--- config.mk ---
export PLATFORM = sky130hd
export DESIGN_NAME = dedup_frame_deframer_flat
export DESIGN_NICKNAME = d
export VERILOG_FILES = /design/src/design/dfd_pkg.sv /design/src/design/dfd_in_if.sv /design/src/design/dfd_out_if.sv /design/src/design/dedup_frame_deframer.sv /design/src/flat_wrapper.sv
export SDC_FILE = /design/constraint.sdc
export NUM_CORES = 2
export LEC_CHECK = 0
export BUFFER_PORTS_ARGS = -buffer_cell sky130_fd_sc_hd__buf_2
export CAP_MARGIN = 20
export CORE_UTILIZATION = 55
export DETAILED_ROUTE_END_ITERATION = 10
export PLACE_DENSITY = 0.7
export SETUP_SLACK_MARGIN = 0.15
export SLEW_MARGIN = 20
export SYNTH_ARGS = -nofsm -noshare
export SYNTH_HDL_FRONTEND = slang
export SYNTH_SLANG_ARGS = --single-unit
--- constraint.sdc ---
create_clock -name clk -period 7.3 [get_ports clk]
set_input_delay 0.365 -clock clk [delete_from_list [all_inputs] [get_ports clk]]
set_output_delay 0.365 -clock clk [all_outputs]
set_load 0.005 [all_outputs]
--- src/design/dfd_pkg.sv ---
`timescale 1ns / 1ps
`default_nettype none
// ----------------------------------------------------------------------------
// dfd_pkg
// Shared widths, parse phases and pipeline token types of the deduplicating
// frame deframer.
// ----------------------------------------------------------------------------
package dfd_pkg;

  localparam int BYTE_W = 8;
  localparam int SEQ_W  = 16;
  localparam int LEN_W  = 16;

  // Frame parser position
  typedef enum logic [2:0] {
    PH_SEQ_HI,
    PH_SEQ_LO,
    PH_LEN_HI,
    PH_LEN_LO,
    PH_PAYLOAD
  } phase_t;

  // What a byte means once it leaves the parser
  typedef enum logic [1:0] {
    TK_PASS,      // passthrough byte
    TK_HDR_TRUNC, // datagram ended inside a header
    TK_LEN,       // header complete, table lookup
    TK_PAY        // payload byte
  } tok_kind_t;

  typedef struct packed {
    logic              vld;
    tok_kind_t         kind;
    logic [BYTE_W-1:0] data;
    logic              last;
    logic              flag;  // TK_LEN: zero length, TK_PAY: final payload byte
    logic [SEQ_W-1:0]  seq;
  } tok_t;

endpackage
`default_nettype wire

--- src/design/dfd_in_if.sv ---
`timescale 1ns / 1ps
`default_nettype none
// ----------------------------------------------------------------------------
// dfd_in_if
// Received datagram byte channel, one byte per request.
// ----------------------------------------------------------------------------
interface dfd_in_if;
  logic                      valid;
  logic                      ready;
  logic [dfd_pkg::BYTE_W-1:0] data_byte;
  logic                      datagram_last;

  modport source (output valid, output data_byte, output datagram_last, input ready);
  modport sink   (input valid, input data_byte, input datagram_last, output ready);
endinterface
`default_nettype wire

--- src/design/dfd_out_if.sv ---
`timescale 1ns / 1ps
`default_nettype none
// ----------------------------------------------------------------------------
// dfd_out_if
// Delivered payload channel with end, empty and truncation markers.
// ----------------------------------------------------------------------------
interface dfd_out_if;
  logic                      valid;
  logic                      ready;
  logic [dfd_pkg::BYTE_W-1:0] payload_byte;
  logic                      byte_valid;
  logic                      payload_last;
  logic                      empty_payload;
  logic                      truncated;

  modport source (output valid, output payload_byte, output byte_valid,
                  output payload_last, output empty_payload, output truncated,
                  input ready);
  modport sink   (input valid, input payload_byte, input byte_valid,
                  input payload_last, input empty_payload, input truncated,
                  output ready);
endinterface
`default_nettype wire

--- src/design/dedup_frame_deframer.sv ---
`timescale 1ns / 1ps
`default_nettype none
// ----------------------------------------------------------------------------
// dedup_frame_deframer
// Parses sequence/length framed bytes, suppresses repeated sequence numbers
// through a table indexed by sequence modulo depth, or passes bytes through.
// ----------------------------------------------------------------------------
//  channel  dir  handshake      payload
//  in_ch    in   valid/ready    data_byte, datagram_last
//  out_ch   out  valid/ready    payload_byte, byte_valid, payload_last,
//                               empty_payload, truncated
//  cfg_*    in   write enable   fec_enabled (1 bit)
//
//  One byte per cycle sustained while the output is not stalled. A result
//  passes s1 (product taken at acceptance), s2 (remainder), s3 (table read)
//  and the compare into the output register.
//  After reset the table is cleared one slot per cycle, with in_ch.ready low.
//  A stalled output freezes the whole pipeline; in_ch.ready is high whenever
//  the output register is empty or being taken and no clearing pass runs.
// ----------------------------------------------------------------------------
module dedup_frame_deframer #(
  parameter int SEQ_TABLE_DEPTH = 256
) (
  input  wire logic  clk,
  input  wire logic  rst_n,
  dfd_in_if.sink     in_ch,
  dfd_out_if.source  out_ch,
  input  wire logic  cfg_wr_en,
  input  wire logic  cfg_wr_data
);

  localparam int IDX_W = (SEQ_TABLE_DEPTH > 1) ? $clog2(SEQ_TABLE_DEPTH) : 1;
  localparam int REM_W = 18;
  localparam longint unsigned RECIP_L = (64'd1 << 32) / 64'(SEQ_TABLE_DEPTH);
  localparam logic [31:0] RECIP = 32'(RECIP_L);
  localparam logic [16:0] DEPTH_V = 17'(SEQ_TABLE_DEPTH);
  localparam logic [IDX_W-1:0] LAST_IDX = IDX_W'(SEQ_TABLE_DEPTH - 1);

  localparam int SW = dfd_pkg::SEQ_W;
  localparam int LW = dfd_pkg::LEN_W;
  localparam int BW = dfd_pkg::BYTE_W;

  // ------------------------------------------------------------------------
  // Configuration and clearing pass
  // ------------------------------------------------------------------------
  logic             fec_en_r;
  logic             clr_busy_r;
  logic [IDX_W-1:0] clr_idx_r;

  always_ff @(posedge clk) begin
    if (!rst_n) begin
      fec_en_r <= 1'b0;
    end else if (cfg_wr_en) begin
      fec_en_r <= cfg_wr_data;
    end
  end

  always_ff @(posedge clk) begin
    if (!rst_n) begin
      clr_busy_r <= 1'b1;
      clr_idx_r  <= '0;
    end else if (clr_busy_r) begin
      clr_idx_r <= clr_idx_r + 1'b1;
      if (clr_idx_r == LAST_IDX) begin
        clr_busy_r <= 1'b0;
      end
    end
  end

  // ------------------------------------------------------------------------
  // Handshake: whole pipeline advances when the output register can load
  // ------------------------------------------------------------------------
  logic out_vld_r;
  logic adv;
  logic in_acc;

  assign adv         = !out_vld_r || out_ch.ready;
  assign in_ch.ready = adv && !clr_busy_r;
  assign in_acc      = in_ch.valid && in_ch.ready;

  // ------------------------------------------------------------------------
  // Frame parser
  // ------------------------------------------------------------------------
  dfd_pkg::phase_t phase_r, phase_nxt;
  logic [SW-1:0]   seq_r, seq_nxt;
  logic [LW-1:0]   rem_r, rem_nxt;
  logic [LW-1:0]   rem_dec;
  logic [LW-1:0]   len_full;
  logic [BW-1:0]   b;
  logic            blast;

  assign b        = in_ch.data_byte;
  assign blast    = in_ch.datagram_last;
  assign rem_dec  = rem_r - 1'b1;
  assign len_full = {rem_r[LW-1:BW], b};

  // Next parse state
  always_comb begin
    phase_nxt = phase_r;
    seq_nxt   = seq_r;
    rem_nxt   = rem_r;
    if (!fec_en_r) begin
      phase_nxt = dfd_pkg::PH_SEQ_HI;
    end else begin
      case (phase_r)
        dfd_pkg::PH_SEQ_HI: begin
          seq_nxt   = {b, seq_r[BW-1:0] & 8'h00};
          phase_nxt = blast ? dfd_pkg::PH_SEQ_HI : dfd_pkg::PH_SEQ_LO;
        end
        dfd_pkg::PH_SEQ_LO: begin
          seq_nxt   = {seq_r[SW-1:BW], b};
          phase_nxt = blast ? dfd_pkg::PH_SEQ_HI : dfd_pkg::PH_LEN_HI;
        end
        dfd_pkg::PH_LEN_HI: begin
          rem_nxt   = {b, {BW{1'b0}}};
          phase_nxt = blast ? dfd_pkg::PH_SEQ_HI : dfd_pkg::PH_LEN_LO;
        end
        dfd_pkg::PH_LEN_LO: begin
          rem_nxt = len_full;
          if (len_full == '0 || blast) begin
            phase_nxt = dfd_pkg::PH_SEQ_HI;
          end else begin
            phase_nxt = dfd_pkg::PH_PAYLOAD;
          end
        end
        default: begin
          rem_nxt = rem_dec;
          if (rem_dec == '0 || blast) begin
            phase_nxt = dfd_pkg::PH_SEQ_HI;
          end else begin
            phase_nxt = dfd_pkg::PH_PAYLOAD;
          end
        end
      endcase
    end
  end

  // Token for the accepted byte
  dfd_pkg::tok_t in_tok;

  always_comb begin
    in_tok      = '0;
    in_tok.vld  = in_acc;
    in_tok.data = b;
    in_tok.last = blast;
    in_tok.seq  = seq_r;
    in_tok.kind = dfd_pkg::TK_PASS;
    if (fec_en_r) begin
      case (phase_r)
        dfd_pkg::PH_SEQ_HI, dfd_pkg::PH_SEQ_LO, dfd_pkg::PH_LEN_HI: begin
          // header bytes give a result only when the datagram ends here
          in_tok.kind = dfd_pkg::TK_HDR_TRUNC;
          in_tok.vld  = in_acc && blast;
        end
        dfd_pkg::PH_LEN_LO: begin
          in_tok.kind = dfd_pkg::TK_LEN;
          in_tok.flag = (len_full == '0);
        end
        default: begin
          in_tok.kind = dfd_pkg::TK_PAY;
          in_tok.flag = (rem_dec == '0);
        end
      endcase
    end
  end

  always_ff @(posedge clk) begin
    if (!rst_n) begin
      phase_r <= dfd_pkg::PH_SEQ_HI;
      seq_r   <= '0;
      rem_r   <= '0;
    end else if (in_acc) begin
      phase_r <= phase_nxt;
      seq_r   <= seq_nxt;
      rem_r   <= rem_nxt;
    end
  end

  // ------------------------------------------------------------------------
  // Slot = seq mod depth: reciprocal product, remainder, one correction
  // ------------------------------------------------------------------------
  dfd_pkg::tok_t     s1_tok_r, s2_tok_r, s3_tok_r;
  logic [47:0]       s1_prod_r;
  logic [REM_W-1:0]  s2_rem_r;
  logic [32:0]       qd;
  logic [REM_W-1:0]  rem_fix;
  logic [IDX_W-1:0]  rd_slot;
  logic [IDX_W-1:0]  s3_slot_r;
  logic [SW-1:0]     rd_data_r;

  assign qd      = s1_prod_r[47:32] * DEPTH_V;
  assign rem_fix = (s2_rem_r >= REM_W'(DEPTH_V)) ? (s2_rem_r - REM_W'(DEPTH_V)) : s2_rem_r;
  assign rd_slot = rem_fix[IDX_W-1:0];

  // Advance the pipeline registers
  always_ff @(posedge clk) begin
    if (!rst_n) begin
      s1_tok_r.vld <= 1'b0;
      s2_tok_r.vld <= 1'b0;
      s3_tok_r.vld <= 1'b0;
    end else if (adv) begin
      s1_tok_r <= in_tok;
      s2_tok_r <= s1_tok_r;
      s3_tok_r <= s2_tok_r;
    end
  end

  always_ff @(posedge clk) begin
    if (adv) begin
      s1_prod_r <= 48'(seq_r) * 48'(RECIP);
      s2_rem_r  <= REM_W'(s1_tok_r.seq) - qd[REM_W-1:0];
      s3_slot_r <= rd_slot;
    end
  end

  // ------------------------------------------------------------------------
  // Seen-sequence table
  // ------------------------------------------------------------------------
  logic [SW-1:0] seen_mem [SEQ_TABLE_DEPTH];
  logic          deliver;
  logic          tbl_wr;

  assign deliver = (rd_data_r != s3_tok_r.seq);
  assign tbl_wr  = adv && s3_tok_r.vld && (s3_tok_r.kind == dfd_pkg::TK_LEN) && deliver;

  always_ff @(posedge clk) begin
    if (clr_busy_r) begin
      seen_mem[clr_idx_r] <= '0;
    end else if (tbl_wr) begin
      seen_mem[s3_slot_r] <= s3_tok_r.seq;
    end
  end

  always_ff @(posedge clk) begin
    if (adv) begin
      rd_data_r <= seen_mem[rd_slot];
    end
  end

  // ------------------------------------------------------------------------
  // Result formation and output register
  // ------------------------------------------------------------------------
  logic          dlv_r, dlv_nxt;
  logic          res;
  logic [BW-1:0] res_byte;
  logic          res_bvld;
  logic          res_last;
  logic          res_empty;
  logic          res_trunc;

  always_comb begin
    res       = 1'b0;
    res_byte  = '0;
    res_bvld  = 1'b0;
    res_last  = 1'b0;
    res_empty = 1'b0;
    res_trunc = 1'b0;
    dlv_nxt   = dlv_r;
    case (s3_tok_r.kind)
      dfd_pkg::TK_PASS: begin
        res      = 1'b1;
        res_byte = s3_tok_r.data;
        res_bvld = 1'b1;
        res_last = s3_tok_r.last;
      end
      dfd_pkg::TK_HDR_TRUNC: begin
        res       = 1'b1;
        res_trunc = 1'b1;
      end
      dfd_pkg::TK_LEN: begin
        dlv_nxt = deliver;
        if (s3_tok_r.flag) begin
          res       = deliver;
          res_last  = 1'b1;
          res_empty = 1'b1;
        end else if (s3_tok_r.last) begin
          res       = 1'b1;
          res_trunc = 1'b1;
        end
      end
      default: begin
        if (s3_tok_r.last && !s3_tok_r.flag) begin
          res       = 1'b1;
          res_trunc = 1'b1;
          res_bvld  = dlv_r;
          res_byte  = dlv_r ? s3_tok_r.data : '0;
        end else if (dlv_r) begin
          res      = 1'b1;
          res_bvld = 1'b1;
          res_byte = s3_tok_r.data;
          res_last = s3_tok_r.flag;
        end
      end
    endcase
  end

  always_ff @(posedge clk) begin
    if (!rst_n) begin
      dlv_r     <= 1'b0;
      out_vld_r <= 1'b0;
    end else if (adv) begin
      out_vld_r <= s3_tok_r.vld && res;
      if (s3_tok_r.vld) begin
        dlv_r <= dlv_nxt;
      end
    end
  end

  logic [BW-1:0] out_byte_r;
  logic          out_bvld_r;
  logic          out_last_r;
  logic          out_empty_r;
  logic          out_trunc_r;

  always_ff @(posedge clk) begin
    if (adv) begin
      out_byte_r  <= res_byte;
      out_bvld_r  <= res_bvld;
      out_last_r  <= res_last;
      out_empty_r <= res_empty;
      out_trunc_r <= res_trunc;
    end
  end

  assign out_ch.valid         = out_vld_r;
  assign out_ch.payload_byte  = out_byte_r;
  assign out_ch.byte_valid    = out_bvld_r;
  assign out_ch.payload_last  = out_last_r;
  assign out_ch.empty_payload = out_empty_r;
  assign out_ch.truncated     = out_trunc_r;

endmodule
`default_nettype wire

--- src/flat_wrapper.sv ---
// flat-port wrapper written by rule: the top's interface ports become plain ports
module dedup_frame_deframer_flat 
#(
  parameter int SEQ_TABLE_DEPTH = 256
)
  (clk, rst_n, cfg_wr_en, cfg_wr_data, in_ch_valid, in_ch_data_byte, in_ch_datagram_last, in_ch_ready, out_ch_valid, out_ch_payload_byte, out_ch_byte_valid, out_ch_payload_last, out_ch_empty_payload, out_ch_truncated, out_ch_ready);
  dfd_in_if in_ch_i ();
  dfd_out_if out_ch_i ();
  input  wire logic clk;
  input  wire logic rst_n;
  input  wire logic cfg_wr_en;
  input  wire logic cfg_wr_data;
  input wire logic [$bits(in_ch_i.valid)-1:0] in_ch_valid;
  input wire logic [$bits(in_ch_i.data_byte)-1:0] in_ch_data_byte;
  input wire logic [$bits(in_ch_i.datagram_last)-1:0] in_ch_datagram_last;
  output wire logic [$bits(in_ch_i.ready)-1:0] in_ch_ready;
  output wire logic [$bits(out_ch_i.valid)-1:0] out_ch_valid;
  output wire logic [$bits(out_ch_i.payload_byte)-1:0] out_ch_payload_byte;
  output wire logic [$bits(out_ch_i.byte_valid)-1:0] out_ch_byte_valid;
  output wire logic [$bits(out_ch_i.payload_last)-1:0] out_ch_payload_last;
  output wire logic [$bits(out_ch_i.empty_payload)-1:0] out_ch_empty_payload;
  output wire logic [$bits(out_ch_i.truncated)-1:0] out_ch_truncated;
  input wire logic [$bits(out_ch_i.ready)-1:0] out_ch_ready;
  assign in_ch_i.valid = in_ch_valid;
  assign in_ch_i.data_byte = in_ch_data_byte;
  assign in_ch_i.datagram_last = in_ch_datagram_last;
  assign in_ch_ready = in_ch_i.ready;
  assign out_ch_valid = out_ch_i.valid;
  assign out_ch_payload_byte = out_ch_i.payload_byte;
  assign out_ch_byte_valid = out_ch_i.byte_valid;
  assign out_ch_payload_last = out_ch_i.payload_last;
  assign out_ch_empty_payload = out_ch_i.empty_payload;
  assign out_ch_truncated = out_ch_i.truncated;
  assign out_ch_i.ready = out_ch_ready;
  dedup_frame_deframer #(.SEQ_TABLE_DEPTH(SEQ_TABLE_DEPTH)) u_core (.clk(clk), .rst_n(rst_n), .in_ch(in_ch_i), .out_ch(out_ch_i), .cfg_wr_en(cfg_wr_en), .cfg_wr_data(cfg_wr_data));
endmodule
==> impl_metrics.toml <==
[synthesis]
synth_top_area_share = 0.7644
synth-simple-area-share = 0.02185
synth-edff-count = 4224
syn-instance-count = 7977
async_reset_ff_frac = 0
synth_flop_cell = "edfxtp_1"
synth_xor_area_frac = 0.001214
synth_area_um2 = 165900
synth_top_family_by_area = "multiplexers"
synth.area.mux_share = 0.1485
ys_top_cells_by_area = "edfxtp_1 (76%), mux4_2 (11%), mux2i_1 (3.6%), o221ai_1 (1.6%), a21oi_1 (0.77%)"
yosysSeqAreaShare = 0.7704
synth_seq_cells = 4274
synth_compound_area_frac = 0.04059
yosysWarnings = 0
synthAdderAreaFrac = 0.0002262
synth_nets = 7995
synth.avg_cell_area_um2 = 20.80
ys_types = 70
yosysTopAreaCell = "edfxtp_1"

[finish]
final_common_cell = "edfxtp_1"
synthToLayoutAreaGrowth_pct = 12.24
multi_input_comb_area_um2 = 35750
nets = 8356
fin_cells = 12659
drive_gt1_frac = 0.2277
final.fill_count = 19939
layout_common_cells = "edfxtp_1 (4224), mux4_2 (811), mux2i_1 (595), clkbuf_16 (421), buf_4 (346)"
ff_latch_area_um2 = 127800

[placement]
preCtsSetupSlack_ns = 2.347
gp_congestion = 0.9497
dp.cells = 11857
io_buffers = 28
place_hpwl_mm = 244.3

[route]
drtIter0Drc = 12103
drtPass1Iterations = 10
vias = 84883
viasPerCell = 6.705
antenna_left = 0
drc = 0
wl_mm = 424.4
route.detailed.wl_per_inst_um = 33.53

[power]
worst_ir_drop_vdd_v = 0.0002660
p_per_area_nw_per_um2 = 266.7
power.total_mw = 49.67
p_leak_nw = 59.32

[worst_setup_path]
slowest_stage = "and3_1"
critical_path_class = "register to register"
end_kind = "register"
cp_max_fo = 166
required_ns = 7.94
arrival_ns = 5.67
crit_chain = "nor2b_1 > and3_1 > nand2_1 > nor2_1 > buf_4 > and2_4 > buf_12 > buf_16"
cp_slowest_stage_delay_ns = 0.80
startpoint_type = "register"

[clocking]
path_clk_slew_ns = 0.06
cts.sinks = 4274
cts_buffers = 419
cts_setup_buffers = 0
clock_path_buffers = 4
clock-root-buffer = "clkbuf_16"
cts_tree = "yes"
htreeDepth = 5
clk_latency_ns = 0.99

[worst_hold_path]
worstHoldPathType = "primary input to register"

[global_route]
antenna_found_initial = 18
grt_max_degree = 209
grt_pass1_vias = 82183
grt.overflow.total = 0
grt_usage = 0.2787
grt_pass1_wl_mm = 602.0

[sta]
fin_worst_skew_ns = 0.08237
min_period_ns = 5.027
layout_setup_ws_ns = 2.273
drv_slew = 0
grt_setup_unrepaired = "no"
max_freq_mhz = 198.9
setup_violations = 0
hold_viol = 0
tightest_slew_ns = 1.276
slew_headroom = 0.1466
setup_tns_ns = 0
finalCritPeriodShare = 0.6887

[die]
coreArea_um2 = 300000
dieWidth_um = 551.3
std_cell_rows = 201
io_pins = 29
fp.dieH_um = 551.3
die-area_um2 = 303900
initial_utilization = 0.5531

[job]
maxCapViolCount = 0

[outcome]
outcome = "complete, no violations"
==> report_power, final <==
part	switching (mW)	leakage, nW	internal (mW)
combinational	0.840	12.6	0.497
sequential	0.0440	40.0	26.6
clock	9.27	6.75	12.4
total	10.2	59.3	39.5
==> logic make-up after synthesis <==
family / after synthesis
AO/OA/AOI/OAI: 956
XOR/XNOR: 23
adder cells (fa/ha/maj): 3
buffers and inverters: 502
flip-flops: 4274
multiplexers: 1444
AND/OR/NAND/NOR: 775
==> cells in the mapped netlist (51+ instances only) <==
cell / count
buf_2: 84
o221ai_1: 304
clkbuf_1: 250
nor2_1: 333
o22ai_1: 142
buf_6: 66
nand2_1: 113
a21oi_1: 256
edfxtp_1: 4224
nor3_1: 96
mux4_2: 811
nor4_1: 52
buf_4: 51
mux2i_1: 603
==> sequential cells by signal, indices dropped and copies added, names as in the netlist, 3 cells and up <==
signal and count:
u_core.clr_idx_r 8, u_core.out_ch.payload_byte 8, u_core.phase_r 3, u_core.rd_data_r 16
u_core.rem_r 16, u_core.s1_tok_r 29, u_core.s2_rem_r 8, u_core.s2_tok_r 29
u_core.s3_slot_r 8, u_core.s3_tok_r 29, u_core.seen_mem 4096, u_core.seq_r 16
==> per-stage QoR <==
| stage | cell area [um2] | utilization | hold WS (ns) |
|---|---|---|---|
| 6_report | 186200 | 0.6207 | 0.1801 |
| 4_1_cts | 186100 | 0.6202 | 0.1262 |
| 5_1_grt | 186200 | 0.6207 | 0.1871 |
| 3_3_place_gp | 171900 | 0.5730 | 0.4023 |
| 2_1_floorplan | 165900 | - | 0.4003 |
| 3_5_place_dp | 172100 | 0.5735 | 0.4052 |
==> critical path, delay by kind of cell, from the launching register on <==
family	cells	cell delay, ns
DFF	1	0.45
and+or+nand+nor	5	2.82
buffers and inverters	3	1.11
==> path summary, 6_finish.rpt <==
path / to / depth (start not counted) / slack (ns) / startpoint
worst max-delay path: u_core.seen_mem[251][10] / 8 / 2.27 / u_core.s3_tok_r[27]
worst min-delay path: u_core.s1_tok_r[17] / 2 / 0.18 / in_ch_datagram_last
worst max register to register: u_core.seen_mem[251][10] / 8 / 2.27 / u_core.s3_tok_r[27]
worst min register to register: u_core.s2_tok_r[19] / 0 / 0.38 / u_core.s1_tok_r[19]
==> repair_timing <==
item	4_1_cts	5_1_grt
hold buffers	14	0
endpoints found under the hold margin	42	0
resized for setup	0	0
setup endpoints to repair	0	0
==> area by class of cell <==
type                    count  area share
well taps                3958     0.02659
repair buffers            431     0.02019
inverters                  11   0.0002822
multi-input cells        3201      0.1920
flip-flops and latches   4274      0.6864
clock buffers             499     0.05857
diodes                      7  0.00009406
clock inverters           278     0.01588
==> metal layers <==
layer | part of all wire | GRT usage
met1 | 0.38 | 0.3989
met2 | 0.46 | 0.4210
met3 | 0.11 | 0.06783
met4 | 0.041 | 0.1027
met5 | 0.00016 | 0
(Power assumes the default switching activity.)
